$ cat config.mk
export PLATFORM = sky130hd
export DESIGN_NAME = udp_receive_filter_payload_extract_flat
export DESIGN_NICKNAME = d
export VERILOG_FILES = /design/src/hdl/udprx_pkg.sv /design/src/hdl/udprx_in_if.sv /design/src/hdl/udprx_out_if.sv /design/src/hdl/udp_receive_filter_payload_extract.sv /design/src/hdl/udprx_parse.sv /design/src/hdl/udprx_out_reg.sv /design/src/flat_wrapper.sv
export SDC_FILE = /design/constraint.sdc
export NUM_CORES = 1
export LEC_CHECK = 0
export BUFFER_PORTS_ARGS = -buffer_cell sky130_fd_sc_hd__buf_2
export CAP_MARGIN = 20
export CORE_ASPECT_RATIO = 1.25
export CORE_UTILIZATION = 55
export DETAILED_ROUTE_END_ITERATION = 8
export PLACE_DENSITY = 0.77
export SLEW_MARGIN = 20
export SYNTH_ARGS = -nofsm -noshare
export SYNTH_HDL_FRONTEND = slang
export SYNTH_SLANG_ARGS = --single-unit
$ cat constraint.sdc
create_clock -name clk -period 6.5 [get_ports clk]
set_clock_uncertainty 0.1 [all_clocks]
set_input_delay 0.975 -clock clk [delete_from_list [all_inputs] [get_ports clk]]
set_output_delay 0.975 -clock clk [all_outputs]
set_load 0.02 [all_outputs]
$ cat src/hdl/udprx_pkg.sv
// ----------------------------------------------------------------------------
// udprx_pkg
// Shared types and constants of the UDP receive filter: register indexes,
// reset values, frame layout offsets and the result record.
// ----------------------------------------------------------------------------
package udprx_pkg;

  // configuration register indexes
  localparam int CFG_INDEX_W = 2;
  localparam int CFG_DATA_W  = 32;

  typedef enum logic [CFG_INDEX_W-1:0] {
    CFG_LISTEN_PORT    = 2'd0,
    CFG_SERVER_ADDRESS = 2'd1,
    CFG_SERVER_PORT    = 2'd2
  } cfg_index_t;

  // register reset values
  localparam logic [15:0] LISTEN_PORT_RST    = 16'd6666;
  localparam logic [31:0] SERVER_ADDRESS_RST = 32'h0A00_020A;
  localparam logic [15:0] SERVER_PORT_RST    = 16'd8622;

  // frame layout
  localparam logic [15:0] ETH_HDR_LEN   = 16'd14;
  localparam logic [15:0] IP_PROTO_OFF  = 16'd23;
  localparam logic [15:0] IP_SADDR_OFF  = 16'd26;
  localparam logic [15:0] IP_SADDR_LAST = 16'd29;
  localparam logic [15:0] UDP_HDR_LEN   = 16'd8;
  localparam logic [7:0]  UDP_PROTO     = 8'd17;
  localparam logic [3:0]  MIN_HDR_WORDS = 4'd5;
  localparam logic [15:0] OFFSET_MAX    = 16'hFFFF;

  // current register values
  typedef struct packed {
    logic [15:0] listen_port;
    logic [31:0] server_address;
    logic [15:0] server_port;
  } cfg_t;

  // one result item
  typedef struct packed {
    logic [7:0]  payload_byte;
    logic        payload_valid;
    logic        frame_end;
    logic        accepted;
    logic [15:0] udp_frames_seen;
  } result_t;

endpackage

$ cat src/hdl/udprx_in_if.sv
// ----------------------------------------------------------------------------
// udprx_in_if
// Frame byte channel: valid/ready handshake with one byte and a last mark.
// ----------------------------------------------------------------------------
interface udprx_in_if;
  logic       valid;
  logic       ready;
  logic [7:0] frame_byte;
  logic       frame_last;

  modport source (output valid, output frame_byte, output frame_last, input ready);
  modport sink   (input valid, input frame_byte, input frame_last, output ready);
endinterface

$ cat src/hdl/udprx_out_if.sv
// ----------------------------------------------------------------------------
// udprx_out_if
// Result channel: valid/ready handshake with payload byte and frame status.
// ----------------------------------------------------------------------------
interface udprx_out_if;
  logic        valid;
  logic        ready;
  logic [7:0]  payload_byte;
  logic        payload_valid;
  logic        frame_end;
  logic        accepted;
  logic [15:0] udp_frames_seen;

  modport source (
    output valid, output payload_byte, output payload_valid, output frame_end,
    output accepted, output udp_frames_seen, input ready
  );
  modport sink (
    input valid, input payload_byte, input payload_valid, input frame_end,
    input accepted, input udp_frames_seen, output ready
  );
endinterface

$ cat src/hdl/udp_receive_filter_payload_extract.sv
// A result item appears in the result register in the cycle after the
// frame byte that causes it is accepted.
// Throughput: one frame byte per cycle while the result register is free or
// being drained; a waiting result item holds off the input until the sink takes it.
// Reset (rst, synchronous): frame state and frame counter cleared, registers
// back to their defaults, result register empty.
// ----------------------------------------------------------------------------
// udp_receive_filter_payload_extract
// Ethernet/IPv4/UDP receive filter: checks protocol, ports and server
// address of each frame and passes the UDP payload of matching frames.
// ----------------------------------------------------------------------------
module udp_receive_filter_payload_extract (
  input  logic                                clk,
  input  logic                                rst,
  input  logic                                cfg_we,
  input  logic [udprx_pkg::CFG_INDEX_W-1:0]   cfg_index,
  input  logic [udprx_pkg::CFG_DATA_W-1:0]    cfg_data,
  udprx_in_if.sink                            frame_in,
  udprx_out_if.source                         result_out
);
  import udprx_pkg::*;

  cfg_t    cfg;
  logic    accept;
  logic    emit;
  logic    space;
  logic    res_valid;
  result_t res_next;
  result_t res;

  // configuration registers
  always_ff @(posedge clk) begin
    if (rst) begin
      cfg.listen_port    <= LISTEN_PORT_RST;
      cfg.server_address <= SERVER_ADDRESS_RST;
      cfg.server_port    <= SERVER_PORT_RST;
    end else if (cfg_we) begin
      case (cfg_index)
        CFG_LISTEN_PORT:    cfg.listen_port    <= cfg_data[15:0];
        CFG_SERVER_ADDRESS: cfg.server_address <= cfg_data[31:0];
        CFG_SERVER_PORT:    cfg.server_port    <= cfg_data[15:0];
        default: ;
      endcase
    end
  end

  // input handshake
  assign frame_in.ready = space;
  assign accept = frame_in.valid && space;

  // header tracking and match
  udprx_parse u_parse (
    .clk        (clk),
    .rst        (rst),
    .accept     (accept),
    .frame_byte (frame_in.frame_byte),
    .frame_last (frame_in.frame_last),
    .cfg        (cfg),
    .emit       (emit),
    .result     (res_next)
  );

  // result register
  udprx_out_reg u_out (
    .clk        (clk),
    .rst        (rst),
    .load       (accept && emit),
    .load_data  (res_next),
    .sink_ready (result_out.ready),
    .space      (space),
    .valid      (res_valid),
    .data       (res)
  );

  // output channel
  assign result_out.valid           = res_valid;
  assign result_out.payload_byte    = res.payload_byte;
  assign result_out.payload_valid   = res.payload_valid;
  assign result_out.frame_end       = res.frame_end;
  assign result_out.accepted        = res.accepted;
  assign result_out.udp_frames_seen = res.udp_frames_seen;

endmodule

$ cat src/hdl/udprx_parse.sv
// ----------------------------------------------------------------------------
// udprx_parse
// Per-frame header tracking: captures IPv4 header length, protocol and source
// address and the UDP ports, and forms the result of each accepted byte.
// ----------------------------------------------------------------------------
module udprx_parse (
  input  logic              clk,
  input  logic              rst,
  input  logic              accept,
  input  logic [7:0]        frame_byte,
  input  logic              frame_last,
  input  udprx_pkg::cfg_t   cfg,
  output logic              emit,
  output udprx_pkg::result_t result
);
  import udprx_pkg::*;

  logic [15:0] byte_offset;
  logic [3:0]  header_words;
  logic        protocol_is_udp;
  logic [31:0] source_address_seen;
  logic [15:0] source_port_seen;
  logic [15:0] dest_port_seen;
  logic [15:0] udp_frame_count;

  logic [15:0] byte_offset_next;
  logic [3:0]  header_words_next;
  logic        protocol_is_udp_next;
  logic [31:0] source_address_seen_next;
  logic [15:0] source_port_seen_next;
  logic [15:0] dest_port_seen_next;
  logic [15:0] udp_frame_count_next;

  logic [15:0] udp_start;
  logic        hdr_ok;
  logic        match;
  logic        payload;
  logic        proto_hit;

  // header field capture for the current byte
  always_comb begin
    header_words_next = (byte_offset == ETH_HDR_LEN) ? frame_byte[3:0] : header_words;
    udp_start = ETH_HDR_LEN + {10'd0, header_words_next, 2'b00};
    hdr_ok = (header_words_next >= MIN_HDR_WORDS);

    proto_hit = (byte_offset == IP_PROTO_OFF) && (frame_byte == UDP_PROTO);
    protocol_is_udp_next = (byte_offset == IP_PROTO_OFF) ? proto_hit : protocol_is_udp;
    udp_frame_count_next = proto_hit ? udp_frame_count + 16'd1 : udp_frame_count;

    source_address_seen_next = source_address_seen;
    if (byte_offset >= IP_SADDR_OFF && byte_offset <= IP_SADDR_LAST) begin
      source_address_seen_next = {source_address_seen[23:0], frame_byte};
    end

    source_port_seen_next = source_port_seen;
    dest_port_seen_next   = dest_port_seen;
    if (hdr_ok) begin
      if (byte_offset == udp_start || byte_offset == udp_start + 16'd1) begin
        source_port_seen_next = {source_port_seen[7:0], frame_byte};
      end
      if (byte_offset == udp_start + 16'd2 || byte_offset == udp_start + 16'd3) begin
        dest_port_seen_next = {dest_port_seen[7:0], frame_byte};
      end
    end

    match = protocol_is_udp_next && hdr_ok &&
            (byte_offset >= udp_start + 16'd3) &&
            (dest_port_seen_next == cfg.listen_port) &&
            (source_address_seen_next == cfg.server_address) &&
            (source_port_seen_next == cfg.server_port);
    payload = match && (byte_offset >= udp_start + UDP_HDR_LEN);

    byte_offset_next = (byte_offset == OFFSET_MAX) ? byte_offset : byte_offset + 16'd1;
  end

  // result of this byte
  always_comb begin
    emit = payload || frame_last;
    result.payload_byte    = payload ? frame_byte : 8'd0;
    result.payload_valid   = payload;
    result.frame_end       = frame_last;
    result.accepted        = match;
    result.udp_frames_seen = udp_frame_count_next;
  end

  // frame state, cleared after the last byte
  always_ff @(posedge clk) begin
    if (rst) begin
      byte_offset         <= '0;
      header_words        <= '0;
      protocol_is_udp     <= 1'b0;
      source_address_seen <= '0;
      source_port_seen    <= '0;
      dest_port_seen      <= '0;
      udp_frame_count     <= '0;
    end else if (accept) begin
      udp_frame_count <= udp_frame_count_next;
      if (frame_last) begin
        byte_offset         <= '0;
        header_words        <= '0;
        protocol_is_udp     <= 1'b0;
        source_address_seen <= '0;
        source_port_seen    <= '0;
        dest_port_seen      <= '0;
      end else begin
        byte_offset         <= byte_offset_next;
        header_words        <= header_words_next;
        protocol_is_udp     <= protocol_is_udp_next;
        source_address_seen <= source_address_seen_next;
        source_port_seen    <= source_port_seen_next;
        dest_port_seen      <= dest_port_seen_next;
      end
    end
  end

endmodule

$ cat src/hdl/udprx_out_reg.sv
// ----------------------------------------------------------------------------
// udprx_out_reg
// Result register: holds one item for the sink and frees its slot in the
// same cycle the sink takes it.
// ----------------------------------------------------------------------------
module udprx_out_reg (
  input  logic               clk,
  input  logic               rst,
  input  logic               load,
  input  udprx_pkg::result_t load_data,
  input  logic               sink_ready,
  output logic               space,
  output logic               valid,
  output udprx_pkg::result_t data
);
  import udprx_pkg::*;

  // slot is free when empty or being drained
  assign space = !valid || sink_ready;

  // occupancy
  always_ff @(posedge clk) begin
    if (rst) begin
      valid <= 1'b0;
    end else if (load) begin
      valid <= 1'b1;
    end else if (sink_ready) begin
      valid <= 1'b0;
    end
  end

  // payload
  always_ff @(posedge clk) begin
    if (load) begin
      data <= load_data;
    end
  end

endmodule
$ cat src/flat_wrapper.sv
// flat-port wrapper written by rule: the top's interface ports become plain ports
module udp_receive_filter_payload_extract_flat import udprx_pkg::*;
  (clk, rst, cfg_we, cfg_index, cfg_data, frame_in_valid, frame_in_frame_byte, frame_in_frame_last, frame_in_ready, result_out_valid, result_out_payload_byte, result_out_payload_valid, result_out_frame_end, result_out_accepted, result_out_udp_frames_seen, result_out_ready);
  udprx_in_if frame_in_i ();
  udprx_out_if result_out_i ();
  input  logic clk;
  input  logic rst;
  input  logic cfg_we;
  input  logic [udprx_pkg::CFG_INDEX_W-1:0] cfg_index;
  input  logic [udprx_pkg::CFG_DATA_W-1:0] cfg_data;
  input wire logic [$bits(frame_in_i.valid)-1:0] frame_in_valid;
  input wire logic [$bits(frame_in_i.frame_byte)-1:0] frame_in_frame_byte;
  input wire logic [$bits(frame_in_i.frame_last)-1:0] frame_in_frame_last;
  output wire logic [$bits(frame_in_i.ready)-1:0] frame_in_ready;
  output wire logic [$bits(result_out_i.valid)-1:0] result_out_valid;
  output wire logic [$bits(result_out_i.payload_byte)-1:0] result_out_payload_byte;
  output wire logic [$bits(result_out_i.payload_valid)-1:0] result_out_payload_valid;
  output wire logic [$bits(result_out_i.frame_end)-1:0] result_out_frame_end;
  output wire logic [$bits(result_out_i.accepted)-1:0] result_out_accepted;
  output wire logic [$bits(result_out_i.udp_frames_seen)-1:0] result_out_udp_frames_seen;
  input wire logic [$bits(result_out_i.ready)-1:0] result_out_ready;
  assign frame_in_i.valid = frame_in_valid;
  assign frame_in_i.frame_byte = frame_in_frame_byte;
  assign frame_in_i.frame_last = frame_in_frame_last;
  assign frame_in_ready = frame_in_i.ready;
  assign result_out_valid = result_out_i.valid;
  assign result_out_payload_byte = result_out_i.payload_byte;
  assign result_out_payload_valid = result_out_i.payload_valid;
  assign result_out_frame_end = result_out_i.frame_end;
  assign result_out_accepted = result_out_i.accepted;
  assign result_out_udp_frames_seen = result_out_i.udp_frames_seen;
  assign result_out_i.ready = result_out_ready;
  udp_receive_filter_payload_extract u_core (.clk(clk), .rst(rst), .cfg_we(cfg_we), .cfg_index(cfg_index), .cfg_data(cfg_data), .frame_in(frame_in_i), .result_out(result_out_i));
endmodule
==> results_dict.tcl <==
set metrics [dict create \
    rrSetupSlack_ns 0.25 \
    ant_nets 0 \
    drt_wl_total_um 29970 \
    area_delta_synth_final_pct 12.70 \
    dpl.cell_count 1483 \
    grt_max_degree 101 \
    ir_drop_v 0.0001613 \
    seq_area_frac_synth_pct 40.31 \
    yosys-top-cells-area "dfxtp_1 (32%), edfxtp_1 (7.9%), nand2_1 (6.1%)" \
    final_cells 1521 \
    tightest_slew_ns 1.056 \
    ys_ff_latch 193 \
    hold_viol 0 \
    clk_latency_ns 0.45 \
    fin_area_sq_um 11560 \
    place.gp.congestion 0.9976 \
    firstDrtPassIters 6 \
    synth_common_cells "nand2_1 (167), dfxtp_1 (166), nor2_1 (130)" \
    cp-startpoint "u_core.u_parse.byte_offset[11]$_SDFFE_PP0P_" \
    wl_per_cell_um 19.71 \
    setup_slack_ns 0.2549 \
    synth_top_cell_by_area "dfxtp_1" \
    reg2reg_depth 22 \
    setup_violations 0 \
    startpoint_type "register" \
    r2r-start "u_core.u_parse.byte_offset[11]$_SDFFE_PP0P_" \
    synth_top_area_share_pct 32.40 \
    drive_gt1_share_pct 12.69 \
    finalCriticalPeriod_ns 6.245 \
    r2r-end "u_core.u_out.data[11]$_DFFE_PP_" \
    synth_edf_count 27 \
    grt_pass1_vias 8917 \
    cp_max_fo 10 \
    critPathArrivalTime_ns 6.29 \
    synth_nets 1287 \
    postSynthAreaPerCell_sq_um 8.420 \
    critPathKind "reg2reg" \
    cts_tree "done" \
    fin_nets 1348 \
    power.leakage_nw 4.254 \
    yosys_warnings 0 \
    initial_core_util_pct 56.45 \
    ys_types 75 \
    clkTransAtPathRegs_ns 0.08 \
    vias_per_cell 6.195 \
    grt-ovfl-total 0 \
    crit_required_ns 6.55 \
    syn_inst 1218 \
    post-place-ws_ns 0.1685 \
    io_pins 77 \
    clock.fmax_ghz 0.1601 \
    async_reset_ff_share_pct 0 \
    std_cell_rows 55 \
    grt_usage_pct 31.88 \
    worst_setup_path_end_kind "register" \
    place_hpwl_um 21770 \
    status "completed" \
    drt_iter0_drc 973 \
    maxCapViolCount 0 \
    portBuffers 76 \
    grt_pass1_wl_um 46620 \
    final_max_slew_viol_count 0 \
    numCtsBuffers 17 \
    synthFlopType "dfxtp_1" \
    slew_headroom_pct 29.57 \
    p_per_area_nw_per_um2 217.4 \
    die_h_um 154.7 \
    dpl-instance-area_sq_um 10890 \
    die_x_um 124.1 \
    post-route-drc-count 0 \
    vias 9423 \
    critPathCapture "u_core.u_out.data[11]$_DFFE_PP_" \
    cts-root-buf "clkbuf_16" \
    synth_most_common_cell "nand2_1" \
    fill_cells 1586 \
    antenna_found_initial 0 \
    finalCritPeriodShare_pct 96.08 \
    hold_path_class "reg2reg" \
    timing.hold.ws_ns 0.3841 \
    syn_area_sq_um 10260 \
    coreArea_sq_um 18170 \
    htree_num_levels 4 \
    clockBufferDepth 2 \
    clock_sinks 193 \
    die-area_sq_um 19200 \
]
[registers in the layout, indices dropped and copies added, names as in the netlist, 4 cells and up]
register / cells
u_core.cfg: 64
u_core.u_out.data: 27
u_core.u_parse.byte_offset: 16
u_core.u_parse.dest_port_seen: 16
u_core.u_parse.header_words: 4
u_core.u_parse.source_address_seen: 32
u_core.u_parse.source_port_seen: 16
u_core.u_parse.udp_frame_count: 16
[timing repair]
action | 4_1_cts | 5_1_grt
setup buffers | 0 | 2
hold buffers | 0 | 0
gates resized for setup | 0 | 6
endpoints found under the hold margin | 0 | 0
endpoints found under the setup margin | 0 | 27
[worst min-delay path by stage]
stage                             endpoint  cells past startpoint                        start  slack (ns)
6_report        u_core.cfg[2]$_SDFFE_PP1P_                      2   u_core.cfg[2]$_SDFFE_PP1P_        0.38
3_5_place_dp    u_core.cfg[2]$_SDFFE_PP1P_                      2   u_core.cfg[2]$_SDFFE_PP1P_        0.36
2_1_floorplan  u_core.cfg[14]$_SDFFE_PP0P_                      2  u_core.cfg[14]$_SDFFE_PP0P_        0.34
3_3_place_gp   u_core.cfg[46]$_SDFFE_PP0P_                      2  u_core.cfg[46]$_SDFFE_PP0P_        0.35
5_1_grt        u_core.cfg[16]$_SDFFE_PP0P_                      2  u_core.cfg[16]$_SDFFE_PP0P_        0.42
4_1_cts         u_core.cfg[2]$_SDFFE_PP1P_                      2   u_core.cfg[2]$_SDFFE_PP1P_        0.38
[power breakdown]
part	internal, W	switching (W)
clock network	0.000549	0.000518
logic	0.0000628	0.000127
registers	0.00123	0.0000247
[area by class of cell]
cell class	count	area (sq um)	share of cell area, %
Antenna cell	1	2.502	0.02165
Clock buffer	17	425.4	3.680
Clock inverter	15	170.2	1.472
Inverter	44	165.2	1.429
Multi-Input combinational cell	919	5772	49.94
Sequential cell	193	4134	35.77
Tap cell	228	285.3	2.468
Timing Repair Buffer	104	604.3	5.228
[critical path, stage by stage (launching register included)]
cell and delay, ns:
dfxtp_1 0.36, or4_4 0.59, nor4_4 0.45, mux2_2 0.43
inv_1 0.08, ha_1 0.22, xnor2_1 0.14, ha_2 0.23
nand2_1 0.07, xor2_1 0.14, ha_1 0.29, nand3_1 0.13
or3_1 0.42, a2111oi_4 0.24, buf_6 0.21, buf_4 0.18
mux2i_1 0.24, and3_1 0.24, nand3_4 0.07, a2111o_1 0.45
nor4_4 0.25, buf_4 0.20, o21a_4 0.22
[placed cells by master, fill, tap and decap left out, types with 17 or more instances in the layout]
master / count
a21oi_1: 80
a22oi_1: 69
buf_2: 75
buf_4: 27
clkbuf_16: 17
dfxtp_1: 166
edfxtp_1: 27
ha_1: 20
inv_1: 44
mux2i_1: 31
nand2_1: 167
nand2b_1: 20
nand3_1: 23
nand4_1: 19
nor2_1: 130
nor2b_1: 17
nor3_1: 20
nor4_1: 18
o21ai_0: 28
or3_1: 20
xnor2_1: 48
xor2_1: 46
[cells by family after synthesis]
group | count (synthesis) | synth area share, %
compound gates | 267 | 17.74
buf+inv | 109 | 4.184
simple gates | 500 | 23.84
flops | 193 | 40.31
mux | 34 | 3.343
fa+ha+maj | 21 | 2.562
xor+xnor | 94 | 8.027
[metal layers]
layer,vias to the layer above,share of wire (%),track usage [%],routed length (um)
li1,4455,-,-,-
met1,4431,41,40.66,12310
met2,438,47,50.91,14100
met3,99,6.8,4.609,2026
met4,0,5.1,18.08,1537
met5,-,0,0,0
[metrics by stage]
step,util [%],total power [W],TNS (ns)
after global routing,63.61,0.002583,-0.004218
after CTS,63.22,0.002512,0
after detailed placement,59.94,0.001465,0
after global placement,59.86,0.001462,0
final,63.62,0.002513,0
after floorplan,-,0.001389,0
No activity file was read; power rests on OpenSTA's default activity.
